### config.mk
export PLATFORM = sky130hd
export DESIGN_NAME = led_matrix_scroll_framer
export DESIGN_NICKNAME = d
export VERILOG_FILES = /design/src/rtl/lmsf_pkg.sv /design/src/rtl/lmsf_ram.sv /design/src/rtl/lmsf_front.sv /design/src/rtl/lmsf_cmd_queue.sv /design/src/rtl/lmsf_out_queue.sv /design/src/rtl/lmsf_back.sv /design/src/rtl/led_matrix_scroll_framer.sv
export SDC_FILE = /design/constraint.sdc
export NUM_CORES = 1
export LEC_CHECK = 0
export BUFFER_PORTS_ARGS = -buffer_cell sky130_fd_sc_hd__clkbuf_2
export CAP_MARGIN = 20
export CORE_ASPECT_RATIO = 1.5
export CORE_MARGIN = 2
export CORE_UTILIZATION = 39
export DETAILED_ROUTE_END_ITERATION = 6
export GPL_TIMING_DRIVEN = 0
export PLACE_DENSITY = 0.56
export SYNTH_ARGS = -nofsm -noshare
export SYNTH_HDL_FRONTEND = slang
export SYNTH_SLANG_ARGS = --single-unit
### constraint.sdc
create_clock -name clk -period 4.8 [get_ports clk]
set_input_delay 0.96 -clock clk [delete_from_list [all_inputs] [get_ports clk]]
set_output_delay 0.96 -clock clk [all_outputs]
set_load 0.01 [all_outputs]
### src/rtl/lmsf_pkg.sv
// Shared constants, item types and sequencer states for the LED matrix scroll framer.
// Used by every module under rtl except lmsf_ram; depends on nothing.
package lmsf_pkg;

    // Geometry of the display chain and the image
    localparam int DISPLAYS      = 3;
    localparam int IMAGE_COLUMNS = 7;
    localparam int CHAIN_CHIPS   = 4;
    localparam int ROWS          = 8;

    // Image store sizing
    localparam int STORE_DEPTH = ROWS * IMAGE_COLUMNS;
    localparam int STORE_AW    = $clog2(STORE_DEPTH);

    // Counter and column widths
    localparam int CHIP_W = (CHAIN_CHIPS > 1) ? $clog2(CHAIN_CHIPS) : 1;
    localparam int DISP_W = (DISPLAYS > 1) ? $clog2(DISPLAYS) : 1;
    localparam int COL_W  = 4;

    // Highest byte offset before it wraps; negative means it always wraps
    localparam int OFFSET_MAX = IMAGE_COLUMNS - DISPLAYS - 1;

    // Queue depths
    localparam int CMDQ_DEPTH = 2;
    localparam int OUTQ_DEPTH = 4;
    localparam int CMDQ_CNT_W = $clog2(CMDQ_DEPTH + 1);
    localparam int CMDQ_PTR_W = $clog2(CMDQ_DEPTH);
    localparam int OUTQ_CNT_W = $clog2(OUTQ_DEPTH + 1);
    localparam int OUTQ_PTR_W = $clog2(OUTQ_DEPTH);

    // Driver register codes
    localparam logic [3:0] INTENSITY_ADDR = 4'd10;

    // Input action codes
    localparam logic ACT_LOAD = 1'b0;
    localparam logic ACT_TICK = 1'b1;

    // Reset values
    localparam logic [7:0] FRAME_HOLD_RESET = 8'd3;
    localparam logic [3:0] BRIGHT_RESET     = 4'd15;

    // Classified request passed from the front to the back
    typedef struct packed {
        logic       is_tick;
        logic [2:0] row;
        logic [2:0] column;
        logic [7:0] data;
        logic       button;
    } cmd_t;

    // One driver word
    typedef struct packed {
        logic [3:0] address;
        logic [7:0] data;
        logic       latch_after;
        logic       led_on;
        logic       last;
    } word_t;

    typedef enum logic [1:0] {
        BS_IDLE,
        BS_INTENSITY,
        BS_ROWS
    } back_state_t;

endpackage

### src/rtl/lmsf_ram.sv
// Generic RAM: one write port, two read ports with registered read data.
// Standalone; no package needed.
module lmsf_ram #(
    parameter int WIDTH = 8,
    parameter int DEPTH = 56
) (
    input  logic                     clk,
    input  logic                     we,
    input  logic [$clog2(DEPTH)-1:0] waddr,
    input  logic [WIDTH-1:0]         wdata,
    input  logic [$clog2(DEPTH)-1:0] raddr_a,
    output logic [WIDTH-1:0]         rdata_a,
    input  logic [$clog2(DEPTH)-1:0] raddr_b,
    output logic [WIDTH-1:0]         rdata_b
);

    logic [WIDTH-1:0] mem [DEPTH];

    // Write one entry, read two
    always_ff @(posedge clk)
    begin
        if (we)
        begin
            mem[waddr] <= wdata;
        end
        rdata_a <= mem[raddr_a];
        rdata_b <= mem[raddr_b];
    end

endmodule

### src/rtl/lmsf_front.sv
// Front end: accepts input requests, drops loads outside the image and builds commands.
// Depends on lmsf_pkg.
module lmsf_front
    import lmsf_pkg::*;
(
    input  logic       push,
    output logic       full,
    input  logic       action,
    input  logic [2:0] image_row,
    input  logic [2:0] image_column,
    input  logic [7:0] image_byte,
    input  logic       button_pressed,
    input  logic       q_full,
    output logic       q_push,
    output cmd_t       q_item
);

    logic col_in_range;

    assign full = q_full;

    // Classify: ticks always pass, loads only inside the image
    assign col_in_range = ({1'b0, image_column} < 4'(IMAGE_COLUMNS));
    assign q_push = push && !q_full && ((action == ACT_TICK) || col_in_range);

    always_comb
    begin
        q_item.is_tick = (action == ACT_TICK);
        q_item.row     = image_row;
        q_item.column  = image_column;
        q_item.data    = image_byte;
        q_item.button  = button_pressed;
    end

endmodule

### src/rtl/lmsf_cmd_queue.sv
// Short command queue between the front end and the frame sequencer.
// Depends on lmsf_pkg for cmd_t and the depth.
module lmsf_cmd_queue
    import lmsf_pkg::*;
(
    input  logic clk,
    input  logic rst_n,
    input  logic push,
    input  cmd_t push_item,
    output logic full,
    input  logic pop,
    output logic empty,
    output cmd_t head
);

    cmd_t                  slot_reg [CMDQ_DEPTH];
    logic [CMDQ_PTR_W-1:0] wr_ptr_reg, wr_ptr_next;
    logic [CMDQ_PTR_W-1:0] rd_ptr_reg, rd_ptr_next;
    logic [CMDQ_CNT_W-1:0] count_reg, count_next;
    logic                  do_push, do_pop;

    assign full    = (count_reg == CMDQ_CNT_W'(CMDQ_DEPTH));
    assign empty   = (count_reg == '0);
    assign head    = slot_reg[rd_ptr_reg];
    assign do_push = push && !full;
    assign do_pop  = pop && !empty;

    // Advance pointers and occupancy
    always_comb
    begin
        wr_ptr_next = wr_ptr_reg;
        rd_ptr_next = rd_ptr_reg;
        count_next  = count_reg;
        if (do_push)
        begin
            wr_ptr_next = (wr_ptr_reg == CMDQ_PTR_W'(CMDQ_DEPTH - 1)) ? '0 : wr_ptr_reg + 1'b1;
        end
        if (do_pop)
        begin
            rd_ptr_next = (rd_ptr_reg == CMDQ_PTR_W'(CMDQ_DEPTH - 1)) ? '0 : rd_ptr_reg + 1'b1;
        end
        if (do_push && !do_pop)
        begin
            count_next = count_reg + 1'b1;
        end
        else if (do_pop && !do_push)
        begin
            count_next = count_reg - 1'b1;
        end
    end

    always_ff @(posedge clk or negedge rst_n)
    begin
        if (!rst_n)
        begin
            wr_ptr_reg <= '0;
            rd_ptr_reg <= '0;
            count_reg  <= '0;
        end
        else
        begin
            wr_ptr_reg <= wr_ptr_next;
            rd_ptr_reg <= rd_ptr_next;
            count_reg  <= count_next;
        end
    end

    // Hold request payload
    always_ff @(posedge clk)
    begin
        if (do_push)
        begin
            slot_reg[wr_ptr_reg] <= push_item;
        end
    end

endmodule

### src/rtl/lmsf_out_queue.sv
// Result queue holding finished driver words until they are popped.
// Depends on lmsf_pkg for word_t and the depth.
module lmsf_out_queue
    import lmsf_pkg::*;
(
    input  logic                  clk,
    input  logic                  rst_n,
    input  logic                  push,
    input  word_t                 push_word,
    input  logic                  pop,
    output logic                  empty,
    output word_t                 head,
    output logic [OUTQ_CNT_W-1:0] count
);

    word_t                 slot_reg [OUTQ_DEPTH];
    logic [OUTQ_PTR_W-1:0] wr_ptr_reg, wr_ptr_next;
    logic [OUTQ_PTR_W-1:0] rd_ptr_reg, rd_ptr_next;
    logic [OUTQ_CNT_W-1:0] count_reg, count_next;
    logic                  do_pop;

    assign empty  = (count_reg == '0);
    assign head   = slot_reg[rd_ptr_reg];
    assign count  = count_reg;
    assign do_pop = pop && !empty;

    // Advance pointers and occupancy; the sequencer never pushes into a full queue
    always_comb
    begin
        wr_ptr_next = wr_ptr_reg;
        rd_ptr_next = rd_ptr_reg;
        count_next  = count_reg;
        if (push)
        begin
            wr_ptr_next = (wr_ptr_reg == OUTQ_PTR_W'(OUTQ_DEPTH - 1)) ? '0 : wr_ptr_reg + 1'b1;
        end
        if (do_pop)
        begin
            rd_ptr_next = (rd_ptr_reg == OUTQ_PTR_W'(OUTQ_DEPTH - 1)) ? '0 : rd_ptr_reg + 1'b1;
        end
        if (push && !do_pop)
        begin
            count_next = count_reg + 1'b1;
        end
        else if (do_pop && !push)
        begin
            count_next = count_reg - 1'b1;
        end
    end

    always_ff @(posedge clk or negedge rst_n)
    begin
        if (!rst_n)
        begin
            wr_ptr_reg <= '0;
            rd_ptr_reg <= '0;
            count_reg  <= '0;
        end
        else
        begin
            wr_ptr_reg <= wr_ptr_next;
            rd_ptr_reg <= rd_ptr_next;
            count_reg  <= count_next;
        end
    end

    // Hold word payload
    always_ff @(posedge clk)
    begin
        if (push)
        begin
            slot_reg[wr_ptr_reg] <= push_word;
        end
    end

endmodule

### src/rtl/lmsf_back.sv
// Back end: executes loads into the image store and sequences the driver words of a frame.
// Depends on lmsf_pkg and instantiates lmsf_ram.
module lmsf_back
    import lmsf_pkg::*;
(
    input  logic                  clk,
    input  logic                  rst_n,
    input  logic                  cfg_valid,
    output logic                  cfg_ready,
    input  logic [7:0]            cfg_frame_hold,
    input  logic                  cmd_empty,
    input  cmd_t                  cmd_head,
    output logic                  cmd_pop,
    input  logic [OUTQ_CNT_W-1:0] out_count,
    output logic                  out_push,
    output word_t                 out_word
);

    back_state_t state_reg, state_next;

    // Persistent block state
    logic [7:0] frame_hold_reg;
    logic [3:0] bright_reg, bright_next;
    logic [7:0] frame_cnt_reg, frame_cnt_next;
    logic [2:0] bit_shift_reg, bit_shift_next;
    logic [2:0] byte_off_reg, byte_off_next;
    logic       button_reg, button_next;

    // Word counters
    logic [CHIP_W-1:0] chip_reg, chip_next;
    logic [DISP_W-1:0] disp_reg, disp_next;
    logic [2:0]        row_reg, row_next;

    // Read stage
    logic                s1_valid_reg;
    logic                s1_is_row_reg;
    logic [3:0]          s1_addr_reg;
    logic [7:0]          s1_data_reg;
    logic [2:0]          s1_shift_reg;
    logic                s1_left_zero_reg, s1_right_zero_reg;
    logic                s1_latch_reg, s1_led_reg, s1_last_reg;

    logic                issue;
    logic                can_issue;
    logic                tick_pop;
    logic                ram_we;
    logic [STORE_AW-1:0] ram_waddr;
    logic [STORE_AW-1:0] raddr_l, raddr_r;
    logic [7:0]          rdata_l, rdata_r;
    logic [COL_W-1:0]    col_l, col_r;
    logic                left_out, right_out;
    logic                chip_last, disp_last, row_last, frame_end;
    logic [7:0]          left_byte, right_byte;
    logic [15:0]         pair;

    assign cfg_ready = 1'b1;

    // Flow control: count words in flight against free result slots
    assign can_issue = ({1'b0, out_count} + (OUTQ_CNT_W + 1)'(s1_valid_reg))
                       < (OUTQ_CNT_W + 1)'(OUTQ_DEPTH);

    assign chip_last = (chip_reg == CHIP_W'(CHAIN_CHIPS - 1));
    assign disp_last = (disp_reg == DISP_W'(DISPLAYS - 1));
    assign row_last  = (row_reg == 3'(ROWS - 1));
    assign frame_end = issue && (state_reg == BS_ROWS) && row_last && disp_last;

    // Next state
    always_comb
    begin
        state_next = state_reg;
        unique case (state_reg)
            BS_IDLE:
            begin
                if (!cmd_empty && cmd_head.is_tick)
                begin
                    state_next = BS_INTENSITY;
                end
            end
            BS_INTENSITY:
            begin
                if (issue && chip_last)
                begin
                    state_next = BS_ROWS;
                end
            end
            BS_ROWS:
            begin
                if (frame_end)
                begin
                    state_next = BS_IDLE;
                end
            end
            default:
            begin
                state_next = BS_IDLE;
            end
        endcase
    end

    // State outputs
    always_comb
    begin
        cmd_pop = 1'b0;
        issue   = 1'b0;
        unique case (state_reg)
            BS_IDLE:      cmd_pop = !cmd_empty;
            BS_INTENSITY: issue   = can_issue;
            BS_ROWS:      issue   = can_issue;
            default:      cmd_pop = 1'b0;
        endcase
    end

    assign tick_pop  = cmd_pop && cmd_head.is_tick;
    assign ram_we    = cmd_pop && !cmd_head.is_tick;
    assign ram_waddr = STORE_AW'(int'(cmd_head.row) * IMAGE_COLUMNS + int'(cmd_head.column));

    // Window columns and store addresses for the current word
    assign col_l     = COL_W'(disp_reg) + COL_W'(byte_off_reg);
    assign col_r     = col_l + 1'b1;
    assign left_out  = (col_l >= COL_W'(IMAGE_COLUMNS));
    assign right_out = (col_r >= COL_W'(IMAGE_COLUMNS));
    assign raddr_l   = left_out ? '0 :
                       STORE_AW'(int'(row_reg) * IMAGE_COLUMNS + int'(col_l));
    assign raddr_r   = right_out ? '0 :
                       STORE_AW'(int'(row_reg) * IMAGE_COLUMNS + int'(col_r));

    lmsf_ram #(
        .WIDTH (8),
        .DEPTH (STORE_DEPTH)
    ) u_image (
        .clk     (clk),
        .we      (ram_we),
        .waddr   (ram_waddr),
        .wdata   (cmd_head.data),
        .raddr_a (raddr_l),
        .rdata_a (rdata_l),
        .raddr_b (raddr_r),
        .rdata_b (rdata_r)
    );

    // Counters, brightness and scroll position
    always_comb
    begin
        chip_next      = chip_reg;
        disp_next      = disp_reg;
        row_next       = row_reg;
        bright_next    = bright_reg;
        button_next    = button_reg;
        frame_cnt_next = frame_cnt_reg;
        bit_shift_next = bit_shift_reg;
        byte_off_next  = byte_off_reg;

        if (tick_pop)
        begin
            button_next = cmd_head.button;
            chip_next   = '0;
            disp_next   = '0;
            row_next    = '0;
            if (cmd_head.button)
            begin
                bright_next = bright_reg + 1'b1;
            end
        end

        if (issue && (state_reg == BS_INTENSITY))
        begin
            chip_next = chip_last ? '0 : chip_reg + 1'b1;
        end

        if (issue && (state_reg == BS_ROWS))
        begin
            if (disp_last)
            begin
                disp_next = '0;
                row_next  = row_reg + 1'b1;
            end
            else
            begin
                disp_next = disp_reg + 1'b1;
            end
        end

        // When the frame's last word issues, count held frames, then advance the scroll
        if (frame_end)
        begin
            if (frame_cnt_reg < frame_hold_reg)
            begin
                frame_cnt_next = frame_cnt_reg + 1'b1;
            end
            else
            begin
                frame_cnt_next = '0;
                if (bit_shift_reg == 3'd7)
                begin
                    bit_shift_next = '0;
                    if ((OFFSET_MAX < 0) || (int'(byte_off_reg) >= OFFSET_MAX))
                    begin
                        byte_off_next = '0;
                    end
                    else
                    begin
                        byte_off_next = byte_off_reg + 1'b1;
                    end
                end
                else
                begin
                    bit_shift_next = bit_shift_reg + 1'b1;
                end
            end
        end
    end

    always_ff @(posedge clk or negedge rst_n)
    begin
        if (!rst_n)
        begin
            state_reg      <= BS_IDLE;
            frame_hold_reg <= FRAME_HOLD_RESET;
            bright_reg     <= BRIGHT_RESET;
            frame_cnt_reg  <= '0;
            bit_shift_reg  <= '0;
            byte_off_reg   <= '0;
            button_reg     <= 1'b0;
            chip_reg       <= '0;
            disp_reg       <= '0;
            row_reg        <= '0;
            s1_valid_reg   <= 1'b0;
        end
        else
        begin
            state_reg     <= state_next;
            bright_reg    <= bright_next;
            frame_cnt_reg <= frame_cnt_next;
            bit_shift_reg <= bit_shift_next;
            byte_off_reg  <= byte_off_next;
            button_reg    <= button_next;
            chip_reg      <= chip_next;
            disp_reg      <= disp_next;
            row_reg       <= row_next;
            s1_valid_reg  <= issue;
            if (cfg_valid && cfg_ready)
            begin
                frame_hold_reg <= cfg_frame_hold;
            end
        end
    end

    // Capture word fields alongside the store read
    always_ff @(posedge clk)
    begin
        if (issue)
        begin
            s1_is_row_reg     <= (state_reg == BS_ROWS);
            s1_addr_reg       <= (state_reg == BS_ROWS) ? 4'(ROWS - int'(row_reg))
                                                        : INTENSITY_ADDR;
            s1_data_reg       <= {4'b0, bright_reg};
            s1_shift_reg      <= bit_shift_reg;
            s1_left_zero_reg  <= left_out;
            s1_right_zero_reg <= right_out;
            s1_latch_reg      <= (state_reg == BS_ROWS) ? disp_last : chip_last;
            s1_led_reg        <= button_reg;
            s1_last_reg       <= (state_reg == BS_ROWS) && row_last && disp_last;
        end
    end

    // Funnel shift the two adjacent bytes into the window
    assign left_byte  = s1_left_zero_reg ? 8'd0 : rdata_l;
    assign right_byte = s1_right_zero_reg ? 8'd0 : rdata_r;
    assign pair       = {left_byte, right_byte} << s1_shift_reg;

    assign out_push = s1_valid_reg;
    always_comb
    begin
        out_word.address     = s1_addr_reg;
        out_word.data        = s1_is_row_reg ? pair[15:8] : s1_data_reg;
        out_word.latch_after = s1_latch_reg;
        out_word.led_on      = s1_led_reg;
        out_word.last        = s1_last_reg;
    end

    // Credit check keeps the result queue from overflowing
    a_no_overflow: assert property (@(posedge clk) disable iff (!rst_n)
        out_push |-> (out_count < OUTQ_CNT_W'(OUTQ_DEPTH)))
        else $error("result queue pushed while full");

    // The frame's last word returns the sequencer to idle
    a_frame_done: assert property (@(posedge clk) disable iff (!rst_n)
        frame_end |=> (state_reg == BS_IDLE))
        else $error("sequencer did not return to idle after last word");

    // Brightness moves only when a frame tick is taken
    a_bright_hold: assert property (@(posedge clk) disable iff (!rst_n)
        !tick_pop |=> $stable(bright_reg))
        else $error("brightness changed outside a frame tick");

    // The image store is written only between frames
    a_load_idle: assert property (@(posedge clk) disable iff (!rst_n)
        ram_we |-> !issue && (state_next == BS_IDLE))
        else $error("image store written during a frame");

endmodule

### src/rtl/led_matrix_scroll_framer.sv
// LED matrix scroll framer: a load request writes one image byte in a sequencer pop; a frame
// tick holds the sequencer and gives 28 driver words after its pop, one per cycle while the
// result queue has room. A tick's first word passes the command queue, the idle pop, the read
// stage and the result queue; the frame word sequencer and its one-word-per-cycle store read set the rate.
// Reset (rst_n, asynchronous, low) empties both queues, sets brightness 15, hold 3,
// scroll position 0; the image store has no reset and must be loaded before it is shown.
module led_matrix_scroll_framer
    import lmsf_pkg::*;
(
    input  logic       clk,
    input  logic       rst_n,
    input  logic       push,
    output logic       full,
    input  logic       action,
    input  logic [2:0] image_row,
    input  logic [2:0] image_column,
    input  logic [7:0] image_byte,
    input  logic       button_pressed,
    output logic       empty,
    input  logic       pop,
    output logic [3:0] reg_address,
    output logic [7:0] reg_data,
    output logic       latch_after,
    output logic       led_on,
    output logic       last,
    input  logic       cfg_valid,
    output logic       cfg_ready,
    input  logic [7:0] cfg_frame_hold
);

    logic                  q_full;
    logic                  q_push;
    cmd_t                  q_item;
    logic                  cmd_empty;
    logic                  cmd_pop;
    cmd_t                  cmd_head;
    logic                  out_push;
    word_t                 out_word;
    word_t                 out_head;
    logic [OUTQ_CNT_W-1:0] out_count;

    lmsf_front u_front (
        .push           (push),
        .full           (full),
        .action         (action),
        .image_row      (image_row),
        .image_column   (image_column),
        .image_byte     (image_byte),
        .button_pressed (button_pressed),
        .q_full         (q_full),
        .q_push         (q_push),
        .q_item         (q_item)
    );

    lmsf_cmd_queue u_cmd_queue (
        .clk       (clk),
        .rst_n     (rst_n),
        .push      (q_push),
        .push_item (q_item),
        .full      (q_full),
        .pop       (cmd_pop),
        .empty     (cmd_empty),
        .head      (cmd_head)
    );

    lmsf_back u_back (
        .clk            (clk),
        .rst_n          (rst_n),
        .cfg_valid      (cfg_valid),
        .cfg_ready      (cfg_ready),
        .cfg_frame_hold (cfg_frame_hold),
        .cmd_empty      (cmd_empty),
        .cmd_head       (cmd_head),
        .cmd_pop        (cmd_pop),
        .out_count      (out_count),
        .out_push       (out_push),
        .out_word       (out_word)
    );

    lmsf_out_queue u_out_queue (
        .clk       (clk),
        .rst_n     (rst_n),
        .push      (out_push),
        .push_word (out_word),
        .pop       (pop),
        .empty     (empty),
        .head      (out_head),
        .count     (out_count)
    );

    // Drive result ports from the oldest waiting word
    assign reg_address = out_head.address;
    assign reg_data    = out_head.data;
    assign latch_after = out_head.latch_after;
    assign led_on      = out_head.led_on;
    assign last        = out_head.last;

endmodule
Yosys cells after proc, flatten, opt, wreduce, memory -nomap -nowiden
Memories as Yosys holds them, arrays and structs flattened. A register that Yosys moved wholly into a read port is not among the register bits.
Cells that the tools add are included.
W data, S select, Z words.
{"block": "totals", "ff_bits": 65, "ram_bits": 540, "out_inout_bits": 18, "wordCells": 150, "mem_count": 3}
{"name": "u_back.u_image.mem", "depth": 56, "width": 8, "rd": 2, "rd_clocked_by_memory_dff": 2, "wr": 1, "line": "lmsf_ram.sv:17", "text": "logic [WIDTH-1:0] mem [DEPTH];"}
{"name": "u_out_queue.slot_reg", "depth": 4, "width": 15, "rd": 1, "rd_clocked_by_memory_dff": 0, "wr": 1, "line": "lmsf_out_queue.sv:16", "text": "word_t slot_reg [OUTQ_DEPTH];"}
{"name": "u_cmd_queue.slot_reg", "depth": 2, "width": 16, "rd": 1, "rd_clocked_by_memory_dff": 0, "wr": 1, "line": "lmsf_cmd_queue.sv:16", "text": "cmd_t slot_reg [CMDQ_DEPTH];"}
{"block": "classes", "n_addsub": 22, "mul": 2, "order_cmp": 6, "eq_ne": 12, "shift": 1, "n_mux": 37, "bitwise": 1, "reduce_logical": 40}
{"cell": "$mux W8", "n": 4}
{"cell": "$mux W2", "n": 12}
{"cell": "$mux W3", "n": 7}
{"cell": "$logic_and A1 B1 Y1", "n": 19}
{"cell": "$shl A16 B3 Y16", "n": 1}
{"cell": "$add A3 B1 Y3 const B", "n": 4}
{"cell": "$add A6 B5 Y6", "n": 2}
{"cell": "$eq A2 B2 Y1 const B", "n": 6}
{"cell": "$mul A3 B3 Y6 const B", "n": 2}
{"cell": "$mux W6", "n": 2}
{"cell": "$mux W1", "n": 11}
{"cell": "$add A2 B1 Y2 const B", "n": 5}
{"cell": "$add A4 B1 Y4 const B", "n": 2}
{"cell": "$add A8 B1 Y8 const B", "n": 1}
{"cell": "$ge A4 B3 Y1 const B", "n": 2}
{"cell": "$logic_not A1 Y1", "n": 8}
{"cell": "$lt A8 B8 Y1", "n": 1}
{"cell": "$reduce_bool A2 Y1", "n": 4}
{"cell": "$add A6 B4 Y6", "n": 1}
{"cell": "$eq A3 B3 Y1 const B", "n": 2}
{"cell": "$ne A2 B1 Y1 const B", "n": 3}
{"cell": "$pmux W2 S3", "n": 1}
{"cell": "$reduce_and A3 Y1", "n": 2}
{"cell": "$add A2 B3 Y4", "n": 1}
{"cell": "15 further kinds", "n": 18}

Logic depth before layout (Yosys ltp)
{"block": "depth", "word_depth": 9, "ltp_mapped": 17}

Hierarchy
From an unflattened synthesis, not the netlist that was laid out.
{"block": "hier_totals", "cells_unflattened": 1744, "hier_area_um2": 29666.0}
{"mod": "lmsf_ram", "instances": 1, "cells_per_inst": 1138, "area_each_um2": 21499.4, "seq_area_each_um2": 13773.2}
{"mod": "lmsf_back", "instances": 1, "cells_per_inst": 403, "area_each_um2": 4000.1, "seq_area_each_um2": 1443.9}
{"mod": "lmsf_out_queue", "instances": 1, "cells_per_inst": 115, "area_each_um2": 2613.8, "seq_area_each_um2": 1976.9}
{"mod": "lmsf_cmd_queue", "instances": 1, "cells_per_inst": 69, "area_each_um2": 1402.6, "seq_area_each_um2": 1061.0}
{"mod": "lmsf_front", "instances": 1, "cells_per_inst": 19, "area_each_um2": 150.1, "seq_area_each_um2": 0.0}

Least setup slack after synthesis
OpenSTA, ideal clock, no wires.
{"block": "synth_path", "kind": "reg2reg", "startpoint": "register u_cmd_queue.rd_ptr_reg", "endpoint": "memory u_back.u_image.mem[38][0], enable pin", "setup_ps": 370, "arrival_ps": 4341, "required_ps": 4430, "setup_slack_ps": 89, "path_stages_with_launch": 15, "synth_period_minus_slack_ps": 4711, "path_cell_list": "dfrtp_1 > clkbuf_1 > buf_1 > mux2i_1 > inv_1 > fa_1 > inv_1 > fa_1 > inv_1 > fa_1 > a21o_1 > a21oi_1 > xnor2_1 > nand3_1 > nor2_1"}
{"block": "synth_between", "elab_chain_cells": 5, "word_cells_on_any_way": 7}
{"item": "start: declaration", "line": "lmsf_cmd_queue.sv:18", "text": "logic [CMDQ_PTR_W-1:0] rd_ptr_reg, rd_ptr_next;"}
{"item": "start signal: assignment", "line": "lmsf_cmd_queue.sv:63", "text": "rd_ptr_reg <= rd_ptr_next;"}
{"item": "$mem_v2 Z2 W16 *"}
{"item": "parallel branches: the longest is 4 deep, another holds $mul A3 B3 Y6"}
{"item": "end: declaration", "line": "lmsf_ram.sv:17"}
Every way passes the cells marked *.

Worst setup path after layout
{"block": "layout_path", "startpoint": "register u_back.disp_reg[0]", "endpoint": "register u_back.u_image.rdata_b[2] (read register of u_back.u_image.mem)"}
{"block": "layout_between", "elab_chain_cells": 4, "word_cells_on_any_way": 5}
{"item": "start: declaration", "line": "lmsf_back.sv:31", "text": "logic [DISP_W-1:0] disp_reg, disp_next;"}
{"item": "start signal: assignment", "line": "lmsf_back.sv:238", "text": "disp_reg <= disp_next;"}
{"item": "$add A2 B3 Y4 *", "line": "lmsf_back.sv:118", "text": "assign col_l = COL_W'(disp_reg) + COL_W'(byte_off_reg);"}
{"item": "$add A4 B1 Y4 *", "line": "lmsf_back.sv:119", "text": "assign col_r = col_l + 1'b1;"}
{"item": "$add A6 B5 Y6 or $ge A4 B3 Y1 (tied branches)", "line": "lmsf_back.sv:125, lmsf_back.sv:121"}
{"item": "$mux W6 *", "line": "lmsf_back.sv:124", "text": "assign raddr_r = right_out ? '0 :"}
{"item": "end: declaration", "line": "lmsf_ram.sv:14", "text": "output logic [WIDTH-1:0] rdata_b"}
Mark *: on every way between the ends. The rest lies on a longest branch, timed or not.
A chain may end at the register's enable or synchronous reset.

==> out/metrics.yaml <==
finish:
  drive_gt1_share_pct: 23.6
  final_cell_area_sq_mm: 0.0361
  fin_util_pct: 47.6
  area_growth_pct: 21.4
  largest_register_ff_count: 448
  fillers: 6624
  layout_common_cells: "edfxtp_1, nand2_1, mux2i_1, nand3_1, clkbuf_2"
  final_common_cell: "edfxtp_1"
  fin_nets: 2650
  fin_cells: 3614
placed_design:
  hpwl_mm: 96.0
  io_buffers: 45
  dpl_worst_slack_ns: -2.31
  finalWeightedCongestion: 1.02
  postPlaceCellArea_sq_mm: 0.0317
  dp_cells: 3428
floorplanning:
  ios: 47
  die_y_microns: 342
  initial_core_util_pct: 39.2
  fp-row-count: 124
  die_area_sq_mm: 0.0785
  core_area_sq_mm: 0.0759
  die_x_microns: 229
cts:
  clock_path_buffers: 3
  insertion_delay_ns: 0.68
  clkSlewWorstSetupHoldPaths_ns: 0.06
  numCtsBuffers: 59
  cts_tree: "done"
  h-tree-depth: 2
  ctsRootBufferMaster: "clkbuf_16"
  ctsHoldBuffers: 0
  numClockSinks: 620
timing:
  fin_setup_tns_ns: -0.0581
  fmax_mhz: 207
  hold_violations: 0
  hold_slack_ns: 0.277
  tightest_slew_ns: 1.11
  rsz0062_at_grt: "yes"
  fin_crit_ns: 4.83
  fin_ws_ns: -0.0348
  clock_skew_ns: 0.0372
  setup_viol: 2
  maxSlewHeadroom_pct: 25.9
  report.final.slew_viol_count: 0
  period_share_pct: 101
setup_path:
  critPathCaptureType: "flip-flop"
  path_class: "reg -> reg"
  crit_required_ns: 5.34
  arrival_ns: 5.37
  cp_max_fo: 10
  cp-start-kind: "flip-flop"
global_routing:
  grt_pass1_wl_mm: 181
  grtUsageTotal_pct: 33.6
  grt_max_degree: 41
  grt_pass1_vias: 23000
  grt-ovfl-total: 0
  antenna_found_initial: 5
run_status:
  run_status: "finished, violations left"
  violations: "DRC, setup timing"
synthesis:
  ys_seq_elements: 620
  ys_seq_area_share_pct: 61.4
  syn_area_sq_mm: 0.0297
  syn-instance-count: 2343
  synth_fp_nets: 2437
  synth-main-ff-cell: "edfxtp_1"
  yosysUniqueCellTypes: 75
  async_reset_ff_share_pct: 7.74
  synth_edf_count: 557
  synth.yosys.warnings: 0
  syn_avg_cell_area_sq_um: 12.7
drt:
  antenna_left: 0
  viasPerCell: 6.36
  wl_mm: 133
  num_vias: 23000
  wl_per_cell_microns: 36.7
  dr.pass1.iters: 7
  drtIter0Drc: 2787
  drcViolationCount: 1
pwr:
  leakage_nw: 12.4
  cellPowerDensity_mw_per_mm2: 662
  finalPower_mw: 23.9
  peakVddDrop_mv: 0.632
flow_run:
  maxCapViolCount: 0
worst_hold_path:
  hold_path.class: "in -> async"
## synthesized netlist by cell type, types with 38 or more instances
cell,n,area (sq um)
edfxtp_1,557,16700
dfrtp_1,42,1050
ha_1,54,676
mux2_2,51,574
o21ai_0,87,435
inv_1,42,158
a31oi_1,55,344
nand3_1,117,586
clkbuf_1,95,357
nor2_1,124,465
o221ai_1,46,403
nand2_1,371,1390
mux2i_1,172,1720
a21oi_1,66,330
mux4_2,38,856
## worst max-delay path: stages, from the launching register on
cell      delay (ns)
dfrtp_1         0.43
ha_1            0.37
ha_1            0.40
buf_4           0.37
buf_2           0.51
buf_4           0.39
buf_2           0.43
clkbuf_2        0.50
o211ai_1        0.32
a32oi_2         0.37
o211ai_1        0.29
a32o_1          0.29
## per-layer routing
metal	global-route usage, %	vias to the layer above	wire (microns)	share of wire [%]
li1	-	9397	-	-
met1	35.5	11500	43500	33
met2	55.6	1530	62500	47
met3	7.63	575	11400	8.6
met4	31.3	2	15100	11
met5	0.0613	-	11	0.0083
## cell type report
| class | count | area (sq um) | share of cell area, % |
|---|---|---|---|
| Antenna cell | 1 | 2.50 | 0.00694 |
| Buffer | 143 | 782 | 2.17 |
| Clock buffer | 63 | 1500 | 4.16 |
| Clock inverter | 47 | 517 | 1.43 |
| Inverter | 43 | 165 | 0.458 |
| Multi-Input combinational cell | 1532 | 11800 | 32.7 |
| Sequential cell | 620 | 18200 | 50.6 |
| Tap cell | 1008 | 1260 | 3.50 |
| Timing Repair Buffer | 157 | 1800 | 5.00 |
## worst paths after layout
| kind | from | end | cells after the start | slack (ns) |
|---|---|---|---|---|
| setup / recovery | u_back.disp_reg[0] | u_back.u_image.rdata_b[2] | 11 | -0.03 |
| hold / removal | rst_n | u_out_queue.wr_ptr_reg[0] | 1 | 0.28 |
| setup reg to reg | u_back.disp_reg[0] | u_back.u_image.rdata_b[2] | 11 | -0.03 |
| hold reg to reg | u_back.button_reg | u_back.s1_led_reg | 0 | 0.46 |
| max in group asynchronous | rst_n | u_back.frame_hold_reg[1] | 2 | 3.87 |
| min in group clk | u_back.button_reg | u_back.s1_led_reg | 0 | 0.46 |
## report_power, final
| group | internal, mW | switching, mW | total, mW |
|---|---|---|---|
| clock | 2.76 | 2.21 | 4.97 |
| combinational | 3.36 | 8.15 | 11.5 |
| sequential | 7.10 | 0.309 | 7.41 |
| total | 13.2 | 10.7 | 23.9 |
## cells by family (layout without fill, tap and decap cells)
family	count (synthesis)	in the layout	share of synthesized area [%]
xor gates and xnor gates	35	35	1.08
DFF	620	620	61.4
buffers and inverters	191	453	2.62
muxes	261	261	10.6
and+or+nand+nor	717	717	10.6
other	1	2	0.0126
AOI/OAI and AO/OA	453	453	10.7
adders and majority gates	65	65	3.02
## what timing repair did
action                                 4_1_cts  5_1_grt
setup buffers                               57       23
setup endpoints to repair                  463      463
endpoints found under the hold margin        0        0
gates resized for setup                    282      112
pin swaps                                   45       17
Power figures use the tool's default switching activity.
